<file path="src/rtl/core/rvds_pkg.sv">
`default_nettype none
package rvds_pkg;

    localparam logic [6:0] OPC_LUI    = 7'h37;
    localparam logic [6:0] OPC_AUIPC  = 7'h17;
    localparam logic [6:0] OPC_JAL    = 7'h6F;
    localparam logic [6:0] OPC_BRANCH = 7'h63;
    localparam logic [6:0] OPC_STORE  = 7'h23;
    localparam logic [6:0] OPC_LOAD   = 7'h03;
    localparam logic [6:0] OPC_OPIMM  = 7'h13;
    localparam logic [6:0] OPC_SYSTEM = 7'h73;
    localparam logic [6:0] OPC_JALR   = 7'h67;
    localparam logic [6:0] OPC_FENCE  = 7'h0F;
    localparam logic [6:0] OPC_OP     = 7'h33;

    localparam logic [31:0] NOP_WORD   = 32'h0000_0033;
    localparam logic [31:0] U_IMM_MASK = 32'hFFFF_F000;
    localparam logic [31:0] HALF_MASK  = 32'h0000_FFFF;
    localparam logic [31:0] BYTE_MASK  = 32'h0000_00FF;

    localparam logic [4:0] ALU_ADD        = 5'd0;
    localparam logic [4:0] ALU_SLL        = 5'd2;
    localparam logic [4:0] ALU_SLT        = 5'd3;
    localparam logic [4:0] ALU_SLT_U      = 5'd4;
    localparam logic [4:0] ALU_XOR        = 5'd5;
    localparam logic [4:0] ALU_SRL        = 5'd6;
    localparam logic [4:0] ALU_OR         = 5'd8;
    localparam logic [4:0] ALU_AND        = 5'd9;
    localparam logic [4:0] ALU_ADD_IMM    = 5'd10;
    localparam logic [4:0] ALU_SLT_IMM    = 5'd11;
    localparam logic [4:0] ALU_SLT_U_IMM  = 5'd12;
    localparam logic [4:0] ALU_XOR_IMM    = 5'd13;
    localparam logic [4:0] ALU_OR_IMM     = 5'd14;
    localparam logic [4:0] ALU_AND_IMM    = 5'd15;
    localparam logic [4:0] ALU_SLL_IMM    = 5'd16;
    localparam logic [4:0] ALU_SRL_IMM    = 5'd17;
    localparam logic [4:0] ALU_SRA_IMM    = 5'd18;
    localparam logic [4:0] ALU_ADD_PC_IMM = 5'd19;
    localparam logic [4:0] ALU_CMP_EQ     = 5'd20;

    localparam logic [3:0] MEM_ALU    = 4'd0;
    localparam logic [3:0] MEM_JUMP   = 4'd1;
    localparam logic [3:0] MEM_CJUMP  = 4'd2;
    localparam logic [3:0] MEM_W8     = 4'd3;
    localparam logic [3:0] MEM_R8S    = 4'd6;

    typedef enum logic [2:0] {
        CLS_NONE,
        CLS_U,
        CLS_S,
        CLS_I,
        CLS_R
    } t_cls;

    typedef struct packed {
        logic        stall;
        logic [4:0]  alu_op;
        logic [31:0] operand_a;
        logic [31:0] operand_b;
        logic [31:0] immediate;
        logic [31:0] pc;
        logic [3:0]  mem_op;
        logic        wb_op;
        logic [31:0] instr;
    } t_dec_res;

    function automatic t_cls op_class(input logic [31:0] w);
        t_cls c;
        case (w[6:0])
            OPC_LUI, OPC_AUIPC, OPC_JAL: c = CLS_U;
            OPC_BRANCH, OPC_STORE: c = CLS_S;
            OPC_LOAD, OPC_OPIMM, OPC_SYSTEM, OPC_JALR, OPC_FENCE: c = CLS_I;
            OPC_OP: c = CLS_R;
            default: c = CLS_NONE;
        endcase
        return c;
    endfunction

endpackage
`default_nettype wire

</file>
<file path="src/rtl/core/rvds_hazard.sv">
`default_nettype none
module rvds_hazard (
    input  wire logic [31:0] i_instr,
    input  wire logic [31:0] i_exec_instr,
    input  wire logic [31:0] i_mem_instr,
    input  wire logic [31:0] i_wb_instr,
    output logic             o_hazard
);

    rvds_pkg::t_cls cls;
    logic [4:0]     rs1;
    logic [4:0]     rs2;
    logic [2:0]     hit;
    logic [31:0]    others [3];

    function automatic logic conflict(input logic [31:0] other, input logic [4:0] a,
                                      input logic [4:0] b, input rvds_pkg::t_cls c);
        rvds_pkg::t_cls oc;
        logic [4:0]     rd;
        oc = rvds_pkg::op_class(other);
        rd = other[11:7];
        if (oc == rvds_pkg::CLS_NONE || oc == rvds_pkg::CLS_S) begin
            return 1'b0;
        end
        return ((rd == a) && (a != 5'd0)) ||
               ((rd == b) && (c != rvds_pkg::CLS_I) && (b != 5'd0));
    endfunction

    assign cls       = rvds_pkg::op_class(i_instr);
    assign rs1       = i_instr[19:15];
    assign rs2       = i_instr[24:20];
    assign others[0] = i_exec_instr;
    assign others[1] = i_mem_instr;
    assign others[2] = i_wb_instr;

    always_comb begin
        for (int k = 0; k < 3; k++) begin
            hit[k] = conflict(others[k], rs1, rs2, cls);
        end
    end

    assign o_hazard = (cls == rvds_pkg::CLS_S || cls == rvds_pkg::CLS_I ||
                       cls == rvds_pkg::CLS_R) && (|hit);

endmodule
`default_nettype wire

</file>
<file path="src/rtl/core/rvds_decode.sv">
`default_nettype none
module rvds_decode (
    input  wire logic [31:0]   i_instr,
    input  wire logic [31:0]   i_pc,
    input  wire logic [31:0]   i_rs1_value,
    input  wire logic [31:0]   i_rs2_value,
    input  wire logic          i_hazard,
    output rvds_pkg::t_dec_res o_res
);

    logic [2:0]  f3;
    logic        bit30;
    logic [31:0] iimm;
    logic [31:0] simm;
    logic [31:0] bimm;
    logic [31:0] jimm;
    logic [31:0] pc4;
    logic [31:0] sdata;
    logic [4:0]  imm_alu;
    logic [4:0]  reg_alu;

    assign f3    = i_instr[14:12];
    assign bit30 = i_instr[30];
    assign pc4   = i_pc + 32'd4;
    assign iimm  = {{20{i_instr[31]}}, i_instr[31:20]};
    assign simm  = {{20{i_instr[31]}}, i_instr[31:25], i_instr[11:7]};
    assign bimm  = {{19{i_instr[31]}}, i_instr[31], i_instr[7], i_instr[30:25],
                    i_instr[11:8], 1'b0};
    assign jimm  = {{11{i_instr[31]}}, i_instr[31], i_instr[19:12], i_instr[20],
                    i_instr[30:21], 1'b0};

    always_comb begin
        case (f3)
            3'd0:    sdata = i_rs2_value & rvds_pkg::BYTE_MASK;
            3'd1:    sdata = i_rs2_value & rvds_pkg::HALF_MASK;
            default: sdata = i_rs2_value;
        endcase
    end

    always_comb begin
        case (f3)
            3'd0:    imm_alu = rvds_pkg::ALU_ADD_IMM;
            3'd1:    imm_alu = rvds_pkg::ALU_SLL_IMM;
            3'd2:    imm_alu = rvds_pkg::ALU_SLT_IMM;
            3'd3:    imm_alu = rvds_pkg::ALU_SLT_U_IMM;
            3'd4:    imm_alu = rvds_pkg::ALU_XOR_IMM;
            3'd5:    imm_alu = bit30 ? rvds_pkg::ALU_SRA_IMM : rvds_pkg::ALU_SRL_IMM;
            3'd6:    imm_alu = rvds_pkg::ALU_OR_IMM;
            default: imm_alu = rvds_pkg::ALU_AND_IMM;
        endcase
    end

    always_comb begin
        case (f3)
            3'd0:    reg_alu = rvds_pkg::ALU_ADD + {4'd0, bit30};
            3'd1:    reg_alu = rvds_pkg::ALU_SLL;
            3'd2:    reg_alu = rvds_pkg::ALU_SLT;
            3'd3:    reg_alu = rvds_pkg::ALU_SLT_U;
            3'd4:    reg_alu = rvds_pkg::ALU_XOR;
            3'd5:    reg_alu = rvds_pkg::ALU_SRL + {4'd0, bit30};
            3'd6:    reg_alu = rvds_pkg::ALU_OR;
            default: reg_alu = rvds_pkg::ALU_AND;
        endcase
    end

    always_comb begin
        // nop bubble unless a valid encoding below overrides
        o_res.stall     = 1'b0;
        o_res.alu_op    = rvds_pkg::ALU_ADD;
        o_res.operand_a = 32'd0;
        o_res.operand_b = 32'd0;
        o_res.immediate = 32'd0;
        o_res.pc        = 32'd0;
        o_res.mem_op    = rvds_pkg::MEM_ALU;
        o_res.wb_op     = 1'b1;
        o_res.instr     = i_instr;
        if (i_hazard) begin
            o_res.stall = 1'b1;
            o_res.wb_op = 1'b0;
            o_res.instr = rvds_pkg::NOP_WORD;
        end else begin
            case (i_instr[6:0])
                rvds_pkg::OPC_LUI: begin
                    o_res.alu_op    = rvds_pkg::ALU_ADD_IMM;
                    o_res.immediate = i_instr & rvds_pkg::U_IMM_MASK;
                    o_res.pc        = i_pc;
                end
                rvds_pkg::OPC_AUIPC: begin
                    o_res.alu_op    = rvds_pkg::ALU_ADD_PC_IMM;
                    o_res.immediate = i_instr & rvds_pkg::U_IMM_MASK;
                    o_res.pc        = i_pc;
                end
                rvds_pkg::OPC_JAL: begin
                    o_res.alu_op    = rvds_pkg::ALU_ADD_PC_IMM;
                    o_res.operand_b = pc4;
                    o_res.immediate = jimm;
                    o_res.pc        = i_pc;
                    o_res.mem_op    = rvds_pkg::MEM_JUMP;
                end
                rvds_pkg::OPC_BRANCH: begin
                    if (f3 != 3'd2 && f3 != 3'd3) begin
                        o_res.alu_op    = rvds_pkg::ALU_CMP_EQ +
                                          ((f3 < 3'd2) ? {2'd0, f3} : {2'd0, f3 - 3'd2});
                        o_res.operand_a = i_rs1_value;
                        o_res.operand_b = i_rs2_value;
                        o_res.immediate = bimm;
                        o_res.pc        = i_pc;
                        o_res.mem_op    = rvds_pkg::MEM_CJUMP;
                        o_res.wb_op     = 1'b0;
                    end
                end
                rvds_pkg::OPC_STORE: begin
                    if (f3 <= 3'd2) begin
                        o_res.alu_op    = rvds_pkg::ALU_ADD_IMM;
                        o_res.operand_a = i_rs1_value;
                        o_res.operand_b = sdata;
                        o_res.immediate = simm;
                        o_res.pc        = i_pc;
                        o_res.mem_op    = rvds_pkg::MEM_W8 + {1'b0, f3};
                        o_res.wb_op     = 1'b0;
                    end
                end
                rvds_pkg::OPC_LOAD: begin
                    if (f3 != 3'd3 && f3 <= 3'd5) begin
                        o_res.alu_op    = rvds_pkg::ALU_ADD_IMM;
                        o_res.operand_a = i_rs1_value;
                        o_res.immediate = iimm;
                        o_res.pc        = i_pc;
                        o_res.mem_op    = rvds_pkg::MEM_R8S +
                                          ((f3 < 3'd3) ? {1'b0, f3} : {1'b0, f3 - 3'd1});
                    end
                end
                rvds_pkg::OPC_OPIMM: begin
                    o_res.alu_op    = imm_alu;
                    o_res.operand_a = i_rs1_value;
                    o_res.immediate = iimm;
                    o_res.pc        = i_pc;
                end
                rvds_pkg::OPC_JALR: begin
                    o_res.alu_op    = rvds_pkg::ALU_ADD_IMM;
                    o_res.operand_a = i_rs1_value;
                    o_res.operand_b = pc4;
                    o_res.immediate = iimm;
                    o_res.pc        = i_pc;
                    o_res.mem_op    = rvds_pkg::MEM_JUMP;
                end
                rvds_pkg::OPC_OP: begin
                    o_res.alu_op    = reg_alu;
                    o_res.operand_a = i_rs1_value;
                    o_res.operand_b = i_rs2_value;
                    o_res.pc        = i_pc;
                end
                default: begin
                    o_res.wb_op = 1'b1;
                end
            endcase
        end
    end

endmodule
`default_nettype wire

</file>
<file path="src/rtl/core/rv32i_decode_stage_with_hazard_stall.sv">
// channel | valid      | ready      | payload
// in      | i_in_valid | o_in_ready | i_instr i_pc i_rs1_value i_rs2_value
//         |            |            | i_mem_stage_instr i_wb_stage_instr
// out     | o_out_valid| i_out_ready| o_stall_res o_alu_op o_operand_a o_operand_b
//         |            |            | o_immediate o_pc_out o_mem_op o_wb_op o_instr_out
//
// one transfer per cycle sustained while the output is not stalled
// input register, then decode and hazard check, then result register
// the execute-stage instruction is latched when an item moves into the result register
// reset clears both valid flags and the latched execute instruction
// a stalled output holds the result register; the input register refills behind it
`default_nettype none
module rv32i_decode_stage_with_hazard_stall (
    input  wire logic        i_clk,
    input  wire logic        i_rst_n,
    input  wire logic        i_in_valid,
    output logic             o_in_ready,
    input  wire logic [31:0] i_instr,
    input  wire logic [31:0] i_pc,
    input  wire logic [31:0] i_rs1_value,
    input  wire logic [31:0] i_rs2_value,
    input  wire logic [31:0] i_mem_stage_instr,
    input  wire logic [31:0] i_wb_stage_instr,
    output logic             o_out_valid,
    input  wire logic        i_out_ready,
    output logic             o_stall_res,
    output logic [4:0]       o_alu_op,
    output logic [31:0]      o_operand_a,
    output logic [31:0]      o_operand_b,
    output logic signed [31:0] o_immediate,
    output logic [31:0]      o_pc_out,
    output logic [3:0]       o_mem_op,
    output logic             o_wb_op,
    output logic [31:0]      o_instr_out
);

    logic               r_in_valid;
    logic [31:0]        r_instr;
    logic [31:0]        r_pc;
    logic [31:0]        r_rs1_value;
    logic [31:0]        r_rs2_value;
    logic [31:0]        r_mem_instr;
    logic [31:0]        r_wb_instr;
    logic [31:0]        r_exec_instr;
    logic               r_out_valid;
    rvds_pkg::t_dec_res r_res;
    rvds_pkg::t_dec_res n_res;
    logic               hazard;
    logic               out_load;
    logic               in_load;

    rvds_hazard u_hazard (
        .i_instr      (r_instr),
        .i_exec_instr (r_exec_instr),
        .i_mem_instr  (r_mem_instr),
        .i_wb_instr   (r_wb_instr),
        .o_hazard     (hazard)
    );

    rvds_decode u_decode (
        .i_instr     (r_instr),
        .i_pc        (r_pc),
        .i_rs1_value (r_rs1_value),
        .i_rs2_value (r_rs2_value),
        .i_hazard    (hazard),
        .o_res       (n_res)
    );

    assign out_load   = r_in_valid && (!r_out_valid || i_out_ready);
    assign o_in_ready = !r_in_valid || out_load;
    assign in_load    = i_in_valid && o_in_ready;

    always_ff @(posedge i_clk) begin
        if (!i_rst_n) begin
            r_in_valid   <= 1'b0;
            r_out_valid  <= 1'b0;
            r_exec_instr <= 32'd0;
        end else begin
            if (in_load) begin
                r_in_valid <= 1'b1;
            end else if (out_load) begin
                r_in_valid <= 1'b0;
            end
            if (out_load) begin
                r_out_valid  <= 1'b1;
                r_exec_instr <= n_res.instr;
            end else if (i_out_ready) begin
                r_out_valid <= 1'b0;
            end
        end
    end

    always_ff @(posedge i_clk) begin
        if (in_load) begin
            r_instr     <= i_instr;
            r_pc        <= i_pc;
            r_rs1_value <= i_rs1_value;
            r_rs2_value <= i_rs2_value;
            r_mem_instr <= i_mem_stage_instr;
            r_wb_instr  <= i_wb_stage_instr;
        end
        if (out_load) begin
            r_res <= n_res;
        end
    end

    assign o_out_valid = r_out_valid;
    assign o_stall_res = r_res.stall;
    assign o_alu_op    = r_res.alu_op;
    assign o_operand_a = r_res.operand_a;
    assign o_operand_b = r_res.operand_b;
    assign o_immediate = r_res.immediate;
    assign o_pc_out    = r_res.pc;
    assign o_mem_op    = r_res.mem_op;
    assign o_wb_op     = r_res.wb_op;
    assign o_instr_out = r_res.instr;

endmodule
`default_nettype wire

</file>
<file path="config.mk">
export PLATFORM = sky130hd
export DESIGN_NAME = rv32i_decode_stage_with_hazard_stall
export DESIGN_NICKNAME = d
export VERILOG_FILES = /design/src/rtl/core/rvds_pkg.sv /design/src/rtl/core/rvds_hazard.sv /design/src/rtl/core/rvds_decode.sv /design/src/rtl/core/rv32i_decode_stage_with_hazard_stall.sv
export SDC_FILE = /design/constraint.sdc
export NUM_CORES = 1
export LEC_CHECK = 0
export BUFFER_PORTS_ARGS = -buffer_cell sky130_fd_sc_hd__buf_2
export CAP_MARGIN = 10
export CORE_ASPECT_RATIO = 0.6
export CORE_UTILIZATION = 40
export DETAILED_ROUTE_END_ITERATION = 10
export PLACE_DENSITY = 0.68
export SLEW_MARGIN = 20
export SYNTH_ARGS = -nofsm -noshare
export SYNTH_HDL_FRONTEND = slang
export SYNTH_SLANG_ARGS = --single-unit
</file>
<file path="constraint.sdc">
create_clock -name i_clk -period 8.4 [get_ports i_clk]
set_input_delay 2.1 -clock i_clk [delete_from_list [all_inputs] [get_ports i_clk]]
set_output_delay 2.1 -clock i_clk [all_outputs]
set_load 0.05 [all_outputs]
</file>
# After elaboration in Yosys (flattened, before gate mapping)
# Index checks and enable logic that the tools add are counted.
# totals
regBits,337
in_bits,196
output_inout_bits,173
# op_classes
n_addsub,7
n_lt_le_gt_ge,4
n_eq_ne,65
muxes,36
reduce_logical,54
# ops
op,n
32-bit one-hot mux with 4 select lines,3
32-bit one-hot mux with 6 select lines,1
138-bit 2-to-1 mux,1
137-bit 2-to-1 mux,1
7-bit equality test (second input constant),16
5-bit one-hot mux with 7 select lines,3
7-bit by 6-bit equality test with 1-bit output (second input constant),12
68-bit 2-to-1 mux,1
32-bit one-hot mux with 2 select lines,1
7-bit by 5-bit equality test with 1-bit output (second input constant),8
3-bit one-hot mux with 4 select lines,4
36-bit 2-to-1 mux,1
32-bit by 3-bit adder with 32-bit output (second input constant),1
32-bit 2-to-1 mux,1
5-bit equality test,6
7-bit by 2-bit equality test with 1-bit output (second input constant),4
7-bit by 4-bit equality test with 1-bit output (second input constant),4
3-bit by 2-bit equality test with 1-bit output (second input constant),7
5-bit OR reduction,4
2-bit OR reduction,9
3-bit OR reduction,6
4-bit one-hot mux with 4 select lines,1
1-bit logical AND,14
1-bit 2-to-1 mux,14
other kinds (21),43

# Depth between registers and ports, before layout
# Gate-level depths: netlist (run 1).
# logic_depth
ltp_word,11
ltp_mapped,11
mapped_depth_nobuf,9

# Cells and area by module
# A second synthesis (run 1) with hierarchy kept.
# unflattened
hier_cells,1093
hier_area_um2,15849.0
# modules_own_cells
mod,instances,cells_per_inst,area_per_inst_um2,seq_area_each_um2
rv32i_decode_stage_with_hazard_stall,1,511,12296.8,11581.1
rvds_decode,1,487,2921.6,0.0
rvds_hazard,1,95,630.6,0.0

# Least setup slack after synthesis (run 1)
# OpenSTA, ideal clock, no wires.
# synth_path
kind,input-to-reg
start,input i_out_ready
end,register r_exec_instr[10]
setup_time_ns,0.104
arrival_time_ns,7.855
required_time_ns,8.296
setup_slack_ns,0.442
cell_stages,6
path_buffers,1
cell_sequence,nor2b_1 -> nand2b_1 -> inv_1 -> buf_1 -> nand3_1 -> o31ai_1
# synth_via
elab_chain_len,2
# synth_lines
element,line,rtl
start: declaration,rv32i_decode_stage_with_hazard_stall.sv:25,"input wire logic i_out_ready,"
1-bit logical OR,rv32i_decode_stage_with_hazard_stall.sv:69,assign out_load = r_in_valid && (!r_out_valid || i_out_ready);
1-bit logical AND,rv32i_decode_stage_with_hazard_stall.sv:69,
via out_load,rv32i_decode_stage_with_hazard_stall.sv:49,logic out_load;
end signal: assignment,rv32i_decode_stage_with_hazard_stall.sv:86,r_exec_instr <= n_res.instr;
end: declaration,rv32i_decode_stage_with_hazard_stall.sv:44,logic [31:0] r_exec_instr;
# The timed path passes the listed nets, and every way through them passes these cells.
# A chain may end at the register's enable or synchronous reset.

# Worst setup path after layout (run 1)
# layout_path
start,input i_out_ready
end,output o_in_ready
# layout_via
elab_chain_len,3
# layout_lines
element,line,rtl
1-bit logical OR,rv32i_decode_stage_with_hazard_stall.sv:69,
1-bit logical AND,rv32i_decode_stage_with_hazard_stall.sv:69,
1-bit logical OR,rv32i_decode_stage_with_hazard_stall.sv:70,assign o_in_ready = !r_in_valid || out_load;
end: declaration,rv32i_decode_stage_with_hazard_stall.sv:17,"output logic o_in_ready,"
# Every way passes these cells.

==> results.toml, run 1 <==
[routing]
first_pass_iters = 5
avgViaCountPerCell = 5.54
drt_first_iter_violations = 853
detailroute.via_count = 9719
drt.antenna.violating_nets = 0
drcViolationCount = 0
route.final.wire_length_um = 38100
routedWlPerCell_um = 21.7

[cells_and_area]
proportion_of_layout_cells_with_a_drive_suffix_above_1_pct = 31.9
final_util_pct = 50.3
final_design_area_no_fill_um2 = 17200
layout.filler_cells = 2957
multi_input_comb_area_um2 = 3740
areaGrowthSynthToFinish_pct = 22.0
finalNetCount = 1469
seqCellArea_um2 = 9980

[clock_tree]
cts.clk_slew.worst_paths_ps = 70
tritoncts_clock_tree = "yes"
htree_num_levels = 1
clock_latency_ps = 580
clock_sinks = 337
cts_root_buf = "clkbuf_16"
postCtsResizedCells = 0
tritoncts.num_buffers = 31
cts_setup_buffers = 0
cts.hold.buffers_added = 0
cts-root-to-sink-buffers = 3

[yosys]
synth.yosys.seq_area_share_pct = 70.9
ys_dominant_reg_cell = "edfxtp_1"
syn_nets = 1175
synthesis.yosys.warnings = 0
synth_largest_type_area_fraction_pct = 68.9
mappedNetlistArea_um2 = 14100
syn-mean-instance-area_um2 = 14.5
synthesis.instances = 970
largest_cells_by_area_after_synthesis = "edfxtp_1, nor4b_1, xnor2_1"
yosysMostFrequentCell = "edfxtp_1"
commonest_cells_in_the_synthesized_netlist = "edfxtp_1, nor4b_1, nor3_1"
synth-edff-count = 323
async_flop_share_pct = 0
synth_cell_type_count = 60
ys_ff_latch = 337
post-synth-top-area-cell = "edfxtp_1"

[grt]
globalRouteOverflowTotal = 0
grt_pass1_wl_um = 56600
via_count_of_the_first_global_routing_pass = 9322
grt_antenna_before_repair = 8
maximum_number_of_pins_on_one_net_before_global_route_repair = 140
grt_usage_pct = 20.6

[sta]
final.hold.worst_slack_ps = 475
drv_slew = 0
timing.final.crit_share_pct = 57.4
setup-violations-final = 0
timing.clock.skew_ps = 18.0
rsz0062_at_grt = "no"
time_the_worst_path_needs_with_i_o_delays_and_setup_ps = 4820
finalHoldViolCount = 0
max_freq_mhz = 207
max_slew_margin_pct = 26.7
totalNegativeSetupSlack_ps = 0
worst-slew-pin-transition_ps = 1090

[pwr]
netSwitchingPower_mw = 0.945
p_per_area_nw_per_um2 = 222
pwr-share-seq_pct = 52.3
power.total_mw = 3.82
power.leakage_nw = 5.93
comb_power_share_pct = 9.6
netSwitchingFraction_pct = 24.7
vdd_drop_max_mv = 0.158
power_frac_clock_pct = 38.1
p_int_mw = 2.88

[die]
die_area_um2 = 36000
core_um2 = 34200
start_util_pct = 41.2
io_pins = 369
placement_rows = 52
die_width_um = 244
die_height_um = 147

[run]
maxCapViolCount = 0

[worst_setup_path]
reg2regPathDepth = 8
r2r_start = "r_wb_instr[5]$_DFFE_PP_"
crit_path_max_fanout = 4
crit-reg2reg-capture = "o_immediate[11]$_SDFFCE_PP0P_"
worst_ep_required_time_ps = 6300
critical_path_launch_point_type = "primary input"
critical_path_arrival_ps = 2720
worst-setup-path-type = "in -> out"
endpoint_kind = "output port"
timing.reg2reg.setup_slack_ps = 4610

[place]
place_hpwl_um = 25500
buffer_ports.inserted = 328
routabilityCongestion = 0.893
placed_cell_area_um2 = 16100

[status]
run_status = "completed"

[worst_hold_path]
whs_path_depth = 2
type_of_the_worst_min_delay_path = "reg -> reg"
timing.hold.worst.start = "r_exec_instr[1]$_SDFFE_PN0P_"
hold_end = "r_exec_instr[1]$_SDFFE_PN0P_"
[through the flow]
step                      instances  setup WS [ps]
after global routing           1749           3460
after CTS                      1747           3570
after floorplan                 970            442
after global placement         1689           3580
after detailed placement       1689           3570
final                          1754           3580
[flip-flops by register name, indices dropped and copies added (netlist names)]
| name | count |
|---|---|
| o_wb_op | 1 |
| r_pc | 32 |
| o_operand_a | 32 |
| r_in_valid | 1 |
| r_rs2_value | 32 |
| o_mem_op | 4 |
| r_wb_instr | 12 |
| o_alu_op | 5 |
| o_stall_res | 1 |
| r_exec_instr | 12 |
| o_out_valid | 1 |
| r_instr | 32 |
| r_rs1_value | 32 |
| o_instr_out | 32 |
| r_mem_instr | 12 |
| o_pc_out | 32 |
| o_operand_b | 32 |
| o_immediate | 32 |
[critical path, stage by stage]
cell,delay (ps)
buf_2,90
nor2b_1,210
nand2_1,100
buf_2,220
[power groups by stage]
stage | Combinational [mW] | Clock (mW) | Sequential (mW)
finish | 0.365 | 1.46 | 2.00
global route | 0.387 | 1.54 | 2.01
CTS | 0.368 | 1.49 | 2.00
detailed placement | 0.367 | 0 | 2.03
global placement | 0.362 | 0 | 2.03
floorplan | 0.110 | 0 | 2.17
[cell usage in the layout, fill, tap and decap left out, types with 31 or more instances in the layout]
| cell type | instances |
|---|---|
| a21oi_1 | 32 |
| nor3_1 | 48 |
| xnor2_1 | 37 |
| a22oi_1 | 35 |
| nand3_1 | 39 |
| edfxtp_1 | 323 |
| nor4b_1 | 70 |
| buf_2 | 328 |
| nor4_1 | 40 |
| clkbuf_16 | 31 |
[cell families after synthesis]
logic type / count (synthesis) / synth area share, %
AO/OA/AOI/OAI: 130 / 6.73
XOR/XNOR: 58 / 3.61
adder cells (fa/ha/maj): 9 / 0.800
buffers and inverters: 94 / 2.90
flip-flops: 337 / 70.9
AND/OR/NAND/NOR: 342 / 15.1
[worst max-delay path by stage]
stage	slack, ps	depth (start not counted)	to	startpoint
floorplan	440	6	r_exec_instr[10]$_SDFFE_PN0P_	i_out_ready
CTS	3570	4	o_in_ready	i_out_ready
finish	3580	4	o_in_ready	i_out_ready
global route	3460	4	o_in_ready	i_out_ready
global placement	3580	4	o_in_ready	i_out_ready
detailed placement	3570	4	o_in_ready	i_out_ready
[layer usage]
layer	GRT usage, %	share of wire (%)	up-vias
li1	-	-	4423
met1	29.9	45	4792
met2	30.8	44	455
met3	5.90	9.2	45
met4	4.34	1.6	4
met5	0	0.042	-
[layout make-up]
type / count / share of cell area [%]
Inverter: 13 / 0.328
Clock inverter: 17 / 1.13
Tap cell: 459 / 3.34
Clock buffer: 41 / 4.97
Timing Repair Buffer: 342 / 10.3
Antenna cell: 6 / 0.0874
Sequential cell: 337 / 58.1
Multi-Input combinational cell: 539 / 21.8
(Power assumes the default switching activity.)
==> run 2: changes to the inputs <==
--- a/config.mk
+++ b/config.mk
@@ -10,7 +10,7 @@
 export CORE_ASPECT_RATIO = 0.6
 export CORE_UTILIZATION = 40
 export DETAILED_ROUTE_END_ITERATION = 10
-export PLACE_DENSITY = 0.68
+export PLACE_DENSITY = 0.65
 export SLEW_MARGIN = 20
 export SYNTH_ARGS = -nofsm -noshare
 export SYNTH_HDL_FRONTEND = slang
==> constraint.sdc (replaced) <==
create_clock -name i_clk -period 4.68 [get_ports i_clk]
set_input_delay 1.17 -clock i_clk [delete_from_list [all_inputs] [get_ports i_clk]]
set_output_delay 1.17 -clock i_clk [all_outputs]
set_load 0.05 [all_outputs]
==> results.toml, run 2 (same netlist as run 1, synthesis figures left out) <==
[routing]
route.final.wire_length_um = 38400
drt.antenna.violating_nets = 0
first_pass_iters = 5
detailroute.via_count = 9766
avgViaCountPerCell = 5.57
routedWlPerCell_um = 21.9
drcViolationCount = 0
drt_first_iter_violations = 875

[worst_setup_path]
worst_ep_required_time_ps = 4960
endpoint_kind = "flop"
worst-setup-path-type = "reg -> reg"
critical_path_arrival_ps = 3770
reg2regPathDepth = 7
critical_path_launch_point_type = "flop"
crit_path_max_fanout = 32

[sta]
timing.final.crit_share_pct = 74.7
drv_slew = 0
max_slew_margin_pct = 23.4
finalHoldViolCount = 0
timing.clock.skew_ps = 15.8
time_the_worst_path_needs_with_i_o_delays_and_setup_ps = 3500
setup-violations-final = 0
rsz0062_at_grt = "no"
worst-slew-pin-transition_ps = 1140
max_freq_mhz = 286
final.hold.worst_slack_ps = 466
totalNegativeSetupSlack_ps = 0

[clock_tree]
cts.clk_slew.worst_paths_ps = 70
htree_num_levels = 1
postCtsResizedCells = 0
clock_latency_ps = 580
clock_sinks = 337
tritoncts_clock_tree = "yes"
cts_setup_buffers = 0
cts_root_buf = "clkbuf_16"
tritoncts.num_buffers = 31
cts.hold.buffers_added = 0
cts-root-to-sink-buffers = 3

[die]
die_area_um2 = 36000
die_width_um = 244
die_height_um = 147
core_um2 = 34200
placement_rows = 52
start_util_pct = 41.2
io_pins = 369

[cells_and_area]
finalNetCount = 1475
layout_commonest_cell = "buf_2"
mostFrequentLayoutCells = "buf_2, edfxtp_1, nor4b_1, nor3_1, nor4_1"
areaGrowthSynthToFinish_pct = 22.2
final_design_area_no_fill_um2 = 17200
final_util_pct = 50.4
proportion_of_layout_cells_with_a_drive_suffix_above_1_pct = 32.1

[place]
buffer_ports.inserted = 328
place_hpwl_um = 25900
routabilityCongestion = 0.892
placed_cell_area_um2 = 16200

[worst_hold_path]
type_of_the_worst_min_delay_path = "reg -> reg"
whs_path_depth = 2

[grt]
grt_antenna_before_repair = 5
globalRouteOverflowTotal = 0
via_count_of_the_first_global_routing_pass = 9516
maximum_number_of_pins_on_one_net_before_global_route_repair = 114
grt_usage_pct = 20.9
grt_pass1_wl_um = 57400

[pwr]
p_per_area_nw_per_um2 = 394
power.total_mw = 6.78
power.leakage_nw = 5.96
vdd_drop_max_mv = 0.291

[run]
maxCapViolCount = 0

[status]
run_status = "completed"
run 2: changes by cell type in the layout (fill, tap and decap cells not counted), sizes merged:
cell	previous run	this run
buf	342	348
clkbuf	41	35
diode	6	4
clkinv	11	12
inv	13	14
run 2: layer usage:
metal  GRT usage, %  routed length [um]
met5              0                   0
met3           5.08                3120
met2           31.1               16800
met1           31.0               17900
met4           3.88                 600
run 2: final timing paths:
check	start	endpoint	slack [ps]
min	r_exec_instr[0]$_SDFFE_PN0P_	r_exec_instr[0]$_SDFFE_PN0P_	470
min reg2reg	r_exec_instr[0]$_SDFFE_PN0P_	r_exec_instr[0]$_SDFFE_PN0P_	470
max	r_instr[13]$_DFFE_PP_	o_pc_out[21]$_SDFFCE_PP0P_	1180
max reg2reg	r_instr[13]$_DFFE_PP_	o_pc_out[21]$_SDFFCE_PP0P_	1180
run 2: final cells by class:
cell class	instances	area (um^2)
Clock inverter	19	204
Sequential cell	337	9980
Fill cell	2996	17000
Antenna cell	4	10.0
Tap cell	459	574
Inverter	13	56.3
Timing Repair Buffer	348	1840
Clock buffer	35	791
Multi-Input combinational cell	539	3750
run 2: critical path, cell delays in order (launching register included):
cell and delay (ps):
edfxtp_1 620, inv_1 260, ha_1 360, o311a_1 400, and2_1 250, nor4_4 280, nor2b_4 870, nor4b_1 130
run 2: power by group:
part           switching [mW]  total [mW]  internal, mW
Sequential              0.103        3.58          3.48
Combinational           0.478       0.661         0.183
Clock                    1.11        2.54          1.43
run 2: through the flow:
step | worst slack, ps | cells
global placement | 1320 | 1696
floorplan | 215 | 970
finish | 1180 | 1754
CTS | 1240 | 1750
detailed placement | 1220 | 1696
global route | 1000 | 1750
==> run 3: changes to the inputs <==
--- a/config.mk
+++ b/config.mk
@@ -10,7 +10,7 @@
 export CORE_ASPECT_RATIO = 0.6
 export CORE_UTILIZATION = 40
 export DETAILED_ROUTE_END_ITERATION = 10
-export PLACE_DENSITY = 0.65
+export PLACE_DENSITY = 0.68
 export SLEW_MARGIN = 20
 export SYNTH_ARGS = -nofsm -noshare
 export SYNTH_HDL_FRONTEND = slang
==> constraint.sdc (replaced) <==
create_clock -name i_clk -period 3 [get_ports i_clk]
set_input_delay 0.75 -clock i_clk [delete_from_list [all_inputs] [get_ports i_clk]]
set_output_delay 0.75 -clock i_clk [all_outputs]
set_load 0.05 [all_outputs]
==> results.toml, run 3 (same netlist as run 1, synthesis figures left out) <==
[worst_setup_path]
critPathLaunch = "r_instr[13]$_DFFE_PP_"
critical_path_launch_point_type = "flop"
r2r_start = "r_instr[13]$_DFFE_PP_"
crit-reg2reg-capture = "o_immediate[23]$_SDFFCE_PP0P_"
timing.reg2reg.setup_slack_ps = 190
critical_path_arrival_ps = 3140
worst_ep_required_time_ps = 3330
worst-setup-path-type = "reg -> reg"
endpoint_kind = "flop"
crit_path_max_fanout = 11
reg2regPathDepth = 10

[cells_and_area]
proportion_of_layout_cells_with_a_drive_suffix_above_1_pct = 33.6
layout.filler_cells = 2895
finalNetCount = 1514
areaGrowthSynthToFinish_pct = 25.7
mostFrequentLayoutCells = "buf_2, edfxtp_1, nor4b_1, nor3_1, nor4_1"
layout_commonest_cell = "buf_2"

[clock_tree]
postCtsResizedCells = 0
clock_sinks = 337
htree_num_levels = 2
cts.hold.buffers_added = 0
cts_setup_buffers = 0
clock_latency_ps = 520
tritoncts_clock_tree = "yes"
tritoncts.num_buffers = 34
cts_root_buf = "clkbuf_16"
cts-root-to-sink-buffers = 3
cts.clk_slew.worst_paths_ps = 60

[routing]
drcViolationCount = 0
routedWlPerCell_um = 21.9
first_pass_iters = 5
drt_first_iter_violations = 865
avgViaCountPerCell = 5.53
drt.antenna.violating_nets = 0
detailroute.via_count = 9934
route.final.wire_length_um = 39400

[die]
core_um2 = 34200
die_width_um = 244
die_height_um = 147
placement_rows = 52
die_area_um2 = 36000
io_pins = 369
start_util_pct = 41.2

[pwr]
netSwitchingPower_mw = 2.71
p_per_area_nw_per_um2 = 610
power_frac_clock_pct = 38.3
vdd_drop_max_mv = 0.386
netSwitchingFraction_pct = 25.1
pwr-share-seq_pct = 51.6
p_int_mw = 8.09
power.leakage_nw = 6.22
power.total_mw = 10.8
comb_power_share_pct = 10.1

[sta]
rsz0062_at_grt = "no"
max_slew_margin_pct = 43.3
timing.final.crit_share_pct = 93.6
drv_slew = 0
setup-violations-final = 0
totalNegativeSetupSlack_ps = 0
max_freq_mhz = 356
time_the_worst_path_needs_with_i_o_delays_and_setup_ps = 2810
finalHoldViolCount = 0
timing.clock.skew_ps = 20.1
worst-slew-pin-transition_ps = 849

[grt]
grt_usage_pct = 21.4
grt_pass1_wl_um = 58200
grt_antenna_before_repair = 7
via_count_of_the_first_global_routing_pass = 9594
maximum_number_of_pins_on_one_net_before_global_route_repair = 80
globalRouteOverflowTotal = 0

[place]
place_hpwl_um = 26900
routabilityCongestion = 0.885
buffer_ports.inserted = 328

[worst_hold_path]
whs_path_depth = 1
type_of_the_worst_min_delay_path = "in -> reg"
hold_end = "r_instr[22]$_DFFE_PP_"
timing.hold.worst.start = "i_instr[22]"

[run]
maxCapViolCount = 0

[status]
run_status = "completed"
## run 3: cell types whose count changed in the layout (fill, tap and decap cells not counted), moves of 2 or more
cell,delta
bufinv_16,-2
clkinv_1,+3
clkinv_2,-4
clkbuf_16,+4
clkinvlp_4,-2
buf_4,+21
buf_12,+15
clkbuf_1,+5
## run 3: area by class of cell
class / instances / area (um^2) / area share, %
repair buffers: 384 / 2300 / 13.0
clock inverters: 15 / 129 / 0.728
well taps: 459 / 574 / 3.24
clock buffers: 45 / 923 / 5.21
flip-flops and latches: 337 / 9980 / 56.4
multi-input cells: 539 / 3740 / 21.1
inverters: 13 / 56.3 / 0.318
diodes: 3 / 7.51 / 0.0424
## run 3: worst max path at each step
stage                                    endpoint  depth (start not counted)
global placement     o_immediate[0]$_SDFFCE_PP0P_                          8
global route        o_immediate[23]$_SDFFCE_PP0P_                         10
detailed placement  o_immediate[23]$_SDFFCE_PP0P_                         10
CTS                 o_immediate[23]$_SDFFCE_PP0P_                         10
floorplan                    r_instr[0]$_DFFE_PP_                          3
finish              o_immediate[23]$_SDFFCE_PP0P_                         10
## run 3: power groups by stage
stage | Sequential [mW] | Clock [mW] | Combinational, mW
floorplan | 6.04 | 0 | 0.310
global placement | 5.66 | 0 | 1.08
detailed placement | 5.67 | 0 | 1.09
CTS | 5.57 | 4.24 | 1.09
global route | 5.59 | 4.41 | 1.15
finish | 5.57 | 4.14 | 1.09
## run 3: worst max-delay path: stages (launching register included)
cell and delay, ps:
edfxtp_1 480, buf_4 220, ha_1 220, o21bai_1 240, nand2_1 130, a2111oi_4 430, buf_4 270, o41a_1 220
buf_12 150, a21oi_1 50, nor4_1 220
## run 3: metal layers
metal / part of all wire [%] / track usage, %
met5: 0.025 / 0
met4: 2.2 / 5.91
met3: 10 / 5.75
met2: 43 / 30.8
met1: 45 / 31.7
## run 3: per-stage QoR
| stage | worst slack (ps) | instance area [um^2] | util (%) | std cells | hold WS [ps] |
|---|---|---|---|---|---|
| 3_5_place_dp | 216 | 16600 | 48.7 | 1732 | 466 |
| 6_report | 192 | 17700 | 51.8 | 1795 | 397 |
| 3_3_place_gp | 261 | 16600 | 48.7 | 1732 | 453 |
| 2_1_floorplan | 210 | 14100 | - | 970 | 444 |
| 5_1_grt | 7.11 | 17700 | 51.8 | 1793 | 373 |
| 4_1_cts | 212 | 17700 | 51.8 | 1792 | 367 |
